## src/rtl/tgq_pkg.sv

```systemverilog
// ============================================================================
// tgq_pkg
// Shared types, field widths and codes for the tilt gesture qualifier.
// ============================================================================
package tgq_pkg;

   // slot geometry
   localparam int SLOTS  = 4;
   localparam int SLOT_W = 2;

   // field widths
   localparam int ANGLE_W    = 9;
   localparam int DEG_W      = 8;
   localparam int COUNT_W    = 8;
   localparam int SLOT_CNT_W = 3;
   localparam int CSR_ADDR_W = 3;
   localparam int CSR_DATA_W = 8;
   localparam int REQ_DATA_W = 24;
   localparam int RSP_DATA_W = 8;

   // register reset values
   localparam logic [SLOT_CNT_W-1:0] SLOT_COUNT_RST = 3'd0;
   localparam logic [DEG_W-1:0]      THRESHOLD_RST  = 8'd30;
   localparam logic [DEG_W-1:0]      REARM_RST      = 8'd10;
   localparam logic [COUNT_W-1:0]    SUSTAIN_RST    = 8'd3;
   localparam logic [COUNT_W-1:0]    HIGHLIGHT_RST  = 8'd20;

   // register indexes
   typedef enum logic [CSR_ADDR_W-1:0] {
      CSR_SLOT_COUNT = 3'd0,
      CSR_THRESHOLD  = 3'd1,
      CSR_REARM      = 3'd2,
      CSR_SUSTAIN    = 3'd3,
      CSR_HIGHLIGHT  = 3'd4
   } csr_index_type;

   // item kinds
   localparam logic CMD_TICK  = 1'b0;
   localparam logic CMD_CLICK = 1'b1;

   // direction slots
   localparam logic [SLOT_W-1:0] SLOT_UP    = 2'd0;
   localparam logic [SLOT_W-1:0] SLOT_DOWN  = 2'd1;
   localparam logic [SLOT_W-1:0] SLOT_LEFT  = 2'd2;
   localparam logic [SLOT_W-1:0] SLOT_RIGHT = 2'd3;

   typedef struct packed {
      logic [SLOT_CNT_W-1:0] slot_count;
      logic [DEG_W-1:0]      threshold_degrees;
      logic [DEG_W-1:0]      rearm_degrees;
      logic [COUNT_W-1:0]    sustain_ticks;
      logic [COUNT_W-1:0]    highlight_ticks;
   } cfg_type;

   typedef struct packed {
      logic                     cmd;
      logic signed [ANGLE_W-1:0] pitch_deg;
      logic signed [ANGLE_W-1:0] roll_deg;
      logic [SLOT_W-1:0]        button_slot;
   } item_type;

   typedef struct packed {
      logic                       armed_flag;
      logic [SLOTS-1:0][COUNT_W-1:0] sustain_count;
      logic [SLOTS-1:0][COUNT_W-1:0] highlight_left;
   } state_type;

   typedef struct packed {
      logic              trigger_valid;
      logic [SLOT_W-1:0] trigger_slot;
      logic              haptic_pulse;
      logic [SLOTS-1:0]  highlight_mask;
      logic              armed;
   } result_type;

endpackage

```

## src/rtl/tgq_csr.sv

```systemverilog
// ============================================================================
// tgq_csr
// Configuration register file, written through a plain write port.
// ============================================================================
module tgq_csr (
   input  logic                              clock,
   input  logic                              reset,
   input  logic                              csr_we,
   input  logic [tgq_pkg::CSR_ADDR_W-1:0]    csr_addr,
   input  logic [tgq_pkg::CSR_DATA_W-1:0]    csr_wdata,
   output tgq_pkg::cfg_type                  cfg
);
   import tgq_pkg::*;

   cfg_type cfg_ff;
   cfg_type cfg_in;

   // decode the write into the addressed register
   always_comb begin
      cfg_in = cfg_ff;
      if (csr_we) begin
         case (csr_index_type'(csr_addr))
            CSR_SLOT_COUNT: cfg_in.slot_count        = csr_wdata[SLOT_CNT_W-1:0];
            CSR_THRESHOLD:  cfg_in.threshold_degrees = csr_wdata[DEG_W-1:0];
            CSR_REARM:      cfg_in.rearm_degrees     = csr_wdata[DEG_W-1:0];
            CSR_SUSTAIN:    cfg_in.sustain_ticks     = csr_wdata[COUNT_W-1:0];
            CSR_HIGHLIGHT:  cfg_in.highlight_ticks   = csr_wdata[COUNT_W-1:0];
            default:        cfg_in = cfg_ff;
         endcase
      end
   end

   always_ff @(posedge clock) begin
      if (reset) begin
         cfg_ff.slot_count        <= SLOT_COUNT_RST;
         cfg_ff.threshold_degrees <= THRESHOLD_RST;
         cfg_ff.rearm_degrees     <= REARM_RST;
         cfg_ff.sustain_ticks     <= SUSTAIN_RST;
         cfg_ff.highlight_ticks   <= HIGHLIGHT_RST;
      end else begin
         cfg_ff <= cfg_in;
      end
   end

   assign cfg = cfg_ff;

endmodule

```

## src/rtl/tgq_step.sv

```systemverilog
// ============================================================================
// tgq_step
// Next-state and result logic for one tick or click.
// ============================================================================
module tgq_step (
   input  tgq_pkg::cfg_type    cfg,
   input  tgq_pkg::state_type  state,
   input  tgq_pkg::item_type   item,
   output tgq_pkg::state_type  state_next,
   output tgq_pkg::result_type result
);
   import tgq_pkg::*;

   localparam int WIDE_W = ANGLE_W + 1;

   logic signed [WIDE_W-1:0] pitch_w;
   logic signed [WIDE_W-1:0] roll_w;
   logic signed [WIDE_W-1:0] th_w;
   logic signed [WIDE_W-1:0] rb_w;
   logic signed [WIDE_W-1:0] pitch_abs;
   logic signed [WIDE_W-1:0] roll_abs;
   logic [SLOTS-1:0]         in_use;
   logic [SLOTS-1:0]         active;
   logic [SLOTS-1:0]         reached;
   logic                     found;
   logic [SLOT_W-1:0]        first;
   logic                     click_ok;

   // widened angles and limits
   always_comb begin
      pitch_w   = WIDE_W'(item.pitch_deg);
      roll_w    = WIDE_W'(item.roll_deg);
      th_w      = signed'({{(WIDE_W-DEG_W){1'b0}}, cfg.threshold_degrees});
      rb_w      = signed'({{(WIDE_W-DEG_W){1'b0}}, cfg.rearm_degrees});
      pitch_abs = pitch_w[WIDE_W-1] ? -pitch_w : pitch_w;
      roll_abs  = roll_w[WIDE_W-1]  ? -roll_w  : roll_w;
      active[SLOT_UP]    = pitch_w < -th_w;
      active[SLOT_DOWN]  = pitch_w > th_w;
      active[SLOT_LEFT]  = roll_w  < -th_w;
      active[SLOT_RIGHT] = roll_w  > th_w;
      for (int i = 0; i < SLOTS; i++) begin
         in_use[i] = {1'b0, SLOT_W'(i)} < cfg.slot_count;
      end
      click_ok = {1'b0, item.button_slot} < cfg.slot_count;
   end

   // state update and result
   always_comb begin
      state_next = state;
      result     = '0;
      reached    = '0;
      found      = 1'b0;
      first      = SLOT_UP;
      if (item.cmd == CMD_CLICK) begin
         if (click_ok) begin
            result.trigger_valid = 1'b1;
            result.trigger_slot  = item.button_slot;
            state_next.highlight_left[item.button_slot] = cfg.highlight_ticks;
         end
      end else if (cfg.slot_count != '0) begin
         // highlight countdown over slots in use
         for (int i = 0; i < SLOTS; i++) begin
            if (in_use[i] && state.highlight_left[i] != '0) begin
               state_next.highlight_left[i] = state.highlight_left[i] - 1'b1;
            end
         end
         if (!state.armed_flag) begin
            // re-arm when both angles are inside the band
            if (pitch_abs < rb_w && roll_abs < rb_w) begin
               state_next.armed_flag    = 1'b1;
               state_next.sustain_count = '0;
            end
         end else begin
            // saturating sustain counters
            for (int i = 0; i < SLOTS; i++) begin
               if (!active[i]) begin
                  state_next.sustain_count[i] = '0;
               end else if (state.sustain_count[i] < cfg.sustain_ticks) begin
                  state_next.sustain_count[i] = state.sustain_count[i] + 1'b1;
               end
               reached[i] = state_next.sustain_count[i] >= cfg.sustain_ticks;
            end
            // lowest-numbered sustained direction wins
            for (int i = SLOTS - 1; i >= 0; i--) begin
               if (reached[i]) begin
                  found = 1'b1;
                  first = SLOT_W'(i);
               end
            end
            if (found) begin
               state_next.sustain_count = '0;
               if (in_use[first]) begin
                  result.trigger_valid = 1'b1;
                  result.trigger_slot  = first;
                  result.haptic_pulse  = 1'b1;
                  state_next.highlight_left[first] = cfg.highlight_ticks;
                  state_next.armed_flag = 1'b0;
               end
            end
         end
      end
      for (int i = 0; i < SLOTS; i++) begin
         result.highlight_mask[i] = state_next.highlight_left[i] != '0;
      end
      result.armed = state_next.armed_flag;
   end

endmodule

```

## src/rtl/tilt_gesture_qualifier_core.sv

```systemverilog
// ============================================================================
// tilt_gesture_qualifier_core
// Qualifies wrist tilt gestures and button clicks into shortcut triggers.
// ============================================================================
//   channel  direction  signals                     payload
//   req      in         req_tvalid/tready/tdata/tuser  angles, slot; tuser = cmd
//   rsp      out        rsp_tvalid/tready/tdata/tuser  slot, haptic, mask, armed
//   csr      in         csr_we/addr/wdata              five config registers
//
// one item per cycle sustained while rsp is not stalled; an item is held in
// the input register and evaluated against the gesture state into the result
// register. rsp valid rises when the item passes from input to result register.
// synchronous active-high reset clears the gesture state, config and valids.
// a stalled rsp holds its result; the input register keeps accepting until full.
module tilt_gesture_qualifier_core (
   input  logic                               clock,
   input  logic                               reset,
   input  logic                               req_tvalid,
   output logic                               req_tready,
   // [8:0] pitch_deg, [17:9] roll_deg, [19:18] button_slot, [23:20] zero
   input  logic [tgq_pkg::REQ_DATA_W-1:0]     req_tdata,
   // [0] cmd
   input  logic                               req_tuser,
   output logic                               rsp_tvalid,
   input  logic                               rsp_tready,
   // [1:0] trigger_slot, [2] haptic_pulse, [6:3] highlight_mask, [7] armed
   output logic [tgq_pkg::RSP_DATA_W-1:0]     rsp_tdata,
   // [0] trigger_valid
   output logic                               rsp_tuser,
   input  logic                               csr_we,
   input  logic [tgq_pkg::CSR_ADDR_W-1:0]     csr_addr,
   input  logic [tgq_pkg::CSR_DATA_W-1:0]     csr_wdata
);
   import tgq_pkg::*;

   cfg_type    cfg;
   item_type   req_item;
   item_type   item_ff;
   logic       item_valid_ff;
   logic       item_valid_in;
   state_type  state_ff;
   state_type  state_in;
   result_type result;
   result_type result_ff;
   logic       rsp_valid_ff;
   logic       rsp_valid_in;
   logic       advance;
   logic       req_fire;

   tgq_csr u_csr (
      .clock     (clock),
      .reset     (reset),
      .csr_we    (csr_we),
      .csr_addr  (csr_addr),
      .csr_wdata (csr_wdata),
      .cfg       (cfg)
   );

   // unpack the request
   always_comb begin
      req_item.cmd         = req_tuser;
      req_item.pitch_deg   = req_tdata[ANGLE_W-1:0];
      req_item.roll_deg    = req_tdata[2*ANGLE_W-1:ANGLE_W];
      req_item.button_slot = req_tdata[2*ANGLE_W+SLOT_W-1:2*ANGLE_W];
   end

   // handshake control
   assign advance       = item_valid_ff && (!rsp_valid_ff || rsp_tready);
   assign req_tready    = !item_valid_ff || advance;
   assign req_fire      = req_tvalid && req_tready;
   assign item_valid_in = req_fire || (item_valid_ff && !advance);
   assign rsp_valid_in  = advance || (rsp_valid_ff && !rsp_tready);

   tgq_step u_step (
      .cfg        (cfg),
      .state      (state_ff),
      .item       (item_ff),
      .state_next (state_in),
      .result     (result)
   );

   // control registers
   always_ff @(posedge clock) begin
      if (reset) begin
         item_valid_ff <= 1'b0;
         rsp_valid_ff  <= 1'b0;
         state_ff      <= '0;
      end else begin
         item_valid_ff <= item_valid_in;
         rsp_valid_ff  <= rsp_valid_in;
         if (advance) begin
            state_ff <= state_in;
         end
      end
   end

   // payload registers
   always_ff @(posedge clock) begin
      if (req_fire) begin
         item_ff <= req_item;
      end
      if (advance) begin
         result_ff <= result;
      end
   end

   assign rsp_tvalid = rsp_valid_ff;
   assign rsp_tuser  = result_ff.trigger_valid;
   assign rsp_tdata  = {result_ff.armed, result_ff.highlight_mask,
                        result_ff.haptic_pulse, result_ff.trigger_slot};

endmodule

```

## config.mk

```make
export PLATFORM = sky130hd
export DESIGN_NAME = tilt_gesture_qualifier_core
export DESIGN_NICKNAME = d
export VERILOG_FILES = /design/src/rtl/tgq_pkg.sv /design/src/rtl/tgq_csr.sv /design/src/rtl/tgq_step.sv /design/src/rtl/tilt_gesture_qualifier_core.sv
export SDC_FILE = /design/constraint.sdc
export NUM_CORES = 1
export LEC_CHECK = 0
export BUFFER_PORTS_ARGS = -buffer_cell sky130_fd_sc_hd__clkbuf_2
export CAP_MARGIN = 20
export CORE_MARGIN = 2
export CORE_UTILIZATION = 40
export CTS_BUF_LIST = sky130_fd_sc_hd__clkbuf_8
export DETAILED_ROUTE_END_ITERATION = 12
export HOLD_SLACK_MARGIN = 0.02
export PLACE_DENSITY = 0.69
export SLEW_MARGIN = 20
export SYNTH_ARGS = -nofsm -noshare
export SYNTH_HDL_FRONTEND = slang
export SYNTH_SLANG_ARGS = --single-unit
```

## constraint.sdc

```tcl
create_clock -name clock -period 4.82 [get_ports clock]
set_input_delay 0.964 -clock clock [delete_from_list [all_inputs] [get_ports clock]]
set_output_delay 0.964 -clock clock [all_outputs]
set_load 0.005 [all_outputs]
```

==> key figures <==
Place
  – Dpl hpwl: 21.3 mm
  – # placed instances: 1644
  – PortBufs: 47
  – DP Worst Slack: -0.320 ns
  – Final Wtd Congestion: 0.916
  – Placed instance area: 11300 sq um

Die
  – Die width: 162 microns
  – Die area: 26300 sq um
  – Row cnt: 57
  – # IOs: 52
  – Initial Utilization: 41.0%
  – Core footprint: 24500 sq um
  – Die Y-Extent: 162 microns

Global routing
  – GRT overflow: 0
  – First-pass GRT wire length: 47.3 mm
  – Largest net degree at the start of global routing: 74
  – Vias in the first global route: 9552
  – Total GRT Usage: 22.2%
  – Initial antenna violation count: 0

STA
  – Fin crit share: 103%
  – Crit path time final: 4.95 ns
  – Max Fclk: 0.202 GHz
  – Fin. max-slew vios: 0
  – Clock skew: 0.0137 ns
  – Final hold vios: 0
  – Actual slew at the worst max-slew pin: 0.975 ns
  – Smallest hold slack: 0.457 ns
  – Worst setup margin: -0.129 ns
  – Slew headroom: 34.8%
  – TNS Setup: -0.448 ns
  – RSZ-0062 raised after global routing: true
  – Final setup fails: 10

Power and ir drop
  – Lkg Pwr: 5.10 nW
  – Comb pwr share: 18.6%
  – Peak supply drop: 0.192 mV
  – Net Sw Power: 0.836 mW
  – Cell Pwr Density: 223 nW/um^2
  – Switching portion of total power: 30.2%
  – Clock power frac: 37.1%
  – Internal Pwr Total: 1.93 mW
  – Seq pwr share: 44.2%

Clocking
  – Clock Tree Buf Depth: 2
  – H-tree depth: 4
  – CTS tree: yes
  – Clk Latency, worst-skew pair: 0.47 ns
  – Number of buffers created by CTS: 17
  – # clock sinks: 132
  – Root buffer cell: clkbuf_8
  – Worst-path clk slew: 0.08 ns
  – Post-CTS Hold Fix Bufs: 0

Worst setup path
  – FF-to-FF Start: u_csr.cfg[25]$_SDFFE_PP1P_
  – Cell repeated most along the worst path: ha_4
  – CP max stage delay: 0.39 ns
  – Worst path arrival time: 5.16 ns
  – CP max stage cell: o31a_1
  – Crit end category: flop
  – Startpoint types: flop
  – Worst path required time: 5.04 ns
  – Critical path cell sequence: inv_2 -> ha_4 -> inv_4 -> ha_4 -> nor2b_4 -> o21a_4 -> o32ai_4 -> o2111ai_1 -> nand3_1 -> maj3_2 -> o21ai_2 -> buf_6 -> a21o_1 -> ha_1 -> nand2b_4 -> a211o_1 -> a21oi_4 -> o211ai_4 -> o31a_1 -> or2_0 -> o221ai_2 -> nand4_1 -> or3_1
  – Worst reg2reg setup slack: -0.13 ns
  – Critical Path Start: u_csr.cfg[25]$_SDFFE_PP1P_
  – Crit-path max FO: 6
  – R2R depth: 23
  – Worst R2R End: rsp_tdata[5]$_DFFE_PP_
  – Crit path kind: flop to flop

Final layout
  – Final net count: 1522
  – Synth-to-layout area growth: 24.2%
  – Final Cell Area: 12400 sq um
  – Antenna diodes: 0
  – Non-Filler Instances: 1704
  – Layout cells sized above 1: 23.0%

Run status
  – Failing checks: negative setup slack
  – Status: complete, but fails checks

Detailed routing
  – WL final: 29.7 mm
  – Routed wire per std cell: 17.5 microns
  – Antenna viol nets, final: 0
  – Iteration-0 DRC Markers: 804
  – DR pass1 iterations: 5
  – Post-DR vias/cell: 5.91
  – # DRC: 0
  – Routed vias: 10100

Hold path
  – Hold path startpoint: u_csr.cfg[10]$_SDFFE_PP0P_
  – Hold Path End: u_csr.cfg[10]$_SDFFE_PP0P_
  – Hold Path Cell Cnt: 2
  – Hold Crit Class: flop to flop

Synthesis
  – Number of enable flip-flop cells after synthesis: 30
  – Count of cell types in the netlist: 89
  – Area of the mapped netlist: 10000 sq um
  – Top cell type's share of synthesized area: 20.4%
  – Main synth FF type: dfxtp_1
  – Sequential share of the synthesized area: 29.4%
  – #FFs+latches synth: 132
  – Ys async rst share: 0%
  – Ranking of synthesized cells by area: dfxtp_1 20%, ha_1 14%, edfxtp_1 9.0%
  – Dominant cell type by area after synthesis: dfxtp_1
  – Ys Warns: 0
  – Net count after synthesis: 1365
  – Post-Syn Instances: 1210
  – Syn_area_per_cell: 8.28 sq um

Job
  – Max-Cap Viols: 0
==> critical path: cells and delay by family (launching register included) <==
family | cells | cell delay [ns]
AOI/OAI and AO/OA | 10 | 1.94
DFF | 1 | 0.34
and+or+nand+nor | 6 | 1.12
buffers and inverters | 3 | 0.23
adders and majority gates | 4 | 1.07
==> sequential cells by signal, summed over array words and instances (netlist names) <==
| signal | count |
|---|---|
| item_valid_ff | 1 |
| u_csr.cfg | 35 |
| rsp_tvalid | 1 |
| state_ff | 65 |
| item_ff | 21 |
| rsp_tuser | 1 |
| rsp_tdata | 8 |
==> area by class of cell <==
| type | instances | area [sq um] |
|---|---|---|
| multi-input combinational | 973 | 7180 |
| inverter | 70 | 265 |
| clock buffer | 18 | 248 |
| fill | 2238 | 12000 |
| tap | 324 | 405 |
| sequential | 132 | 2950 |
| timing repair buffer | 173 | 1220 |
| clock inverter | 14 | 174 |
==> metal layers <==
layer  share of wire [%]  global-route usage, %
met5                   0                      0
met4                 2.6                   8.49
met3                 7.7                   3.80
met2                  46                   36.8
met1                  43                   29.0
==> Yosys cell counts (7+ instances only) <==
library cell    n
a211o_1         9
a211oi_1       26
a21boi_0        9
a21o_1         28
a21oi_1        88
a22o_1         10
a31oi_1        11
and2_1         16
and3_1         18
clkbuf_1       30
dfxtp_1       102
edfxtp_1       30
ha_1          114
inv_1          69
mux2i_1        10
nand2_1       122
nand2b_1       22
nand3_1        31
nand3b_1        7
nand4_1        20
nor2_1        104
nor2b_1        15
nor3_1         28
nor4_1         12
o211ai_1        7
o21a_1         25
o21ai_0        45
o21ai_1        12
o22ai_1        12
o31ai_1        17
or3_1           8
xnor2_1        27
xor2_1         13
==> cell families after synthesis <==
kind of cell    share of synthesized area (%)
fa+ha+maj                                14.3
xor+xnor                                 3.50
compound gates                           25.9
flops                                    29.4
buf+inv                                  4.05
mux                                      1.34
simple gates                             21.5
==> repair_timing <==
item / 4_1_cts / 5_1_grt
gates resized for setup: 36 / 80
buffers inserted: 16 / 13
gates cloned: 1 / 0
pin swaps: 34 / 51
endpoints found under the hold margin: 0 / 0
endpoints found under the setup margin: 55 / 71
==> how the worst max path moves through the flow <==
| stage | endpoint | slack (ns) | cells past startpoint |
|---|---|---|---|
| after detailed placement | rsp_tdata[3]$_DFFE_PP_ | -0.32 | 21 |
| after global placement | rsp_tdata[3]$_DFFE_PP_ | -0.22 | 21 |
| after CTS | rsp_tdata[5]$_DFFE_PP_ | -0.16 | 23 |
| final | rsp_tdata[5]$_DFFE_PP_ | -0.13 | 23 |
| after global routing | rsp_tdata[4]$_DFFE_PP_ | -0.25 | 23 |
| after floorplan | rsp_tdata[5]$_DFFE_PP_ | -0.01 | 22 |
==> cell usage in the layout (no fill, tap or decap), types with 8 or more instances in the layout <==
| cell type | count |
|---|---|
| a211o_1 | 9 |
| a211oi_1 | 17 |
| a211oi_2 | 9 |
| a21o_1 | 28 |
| a21oi_1 | 82 |
| a22o_1 | 9 |
| a31oi_1 | 9 |
| and2_1 | 15 |
| and3_1 | 14 |
| buf_4 | 116 |
| buf_6 | 10 |
| clkbuf_2 | 47 |
| clkbuf_8 | 18 |
| dfxtp_1 | 100 |
| edfxtp_1 | 30 |
| ha_1 | 112 |
| inv_1 | 65 |
| mux2i_1 | 10 |
| nand2_1 | 119 |
| nand2b_1 | 21 |
| nand3_1 | 30 |
| nand4_1 | 20 |
| nor2_1 | 101 |
| nor2b_1 | 12 |
| nor3_1 | 21 |
| nor4_1 | 9 |
| o21a_1 | 24 |
| o21ai_0 | 41 |
| o21ai_1 | 11 |
| o22ai_1 | 9 |
| o31ai_1 | 13 |
| or3_1 | 8 |
| xnor2_1 | 27 |
| xor2_1 | 13 |
==> power by group through the flow <==
stage               logic (mW)  registers, mW  clock network (mW)
detailed placement       0.453           1.25                   0
CTS                      0.476           1.22                1.04
global placement         0.440           1.25                   0
global route             0.569           1.23                1.09
floorplan                0.304           1.23                   0
finish                   0.516           1.23                1.03
==> through the flow <==
stage / utilization (%) / power, mW
floorplan: - / 1.53
global placement: 46.1 / 1.69
detailed placement: 46.1 / 1.70
CTS: 48.9 / 2.74
global route: 50.9 / 2.89
finish: 50.9 / 2.77
(Power assumes the default switching activity.)
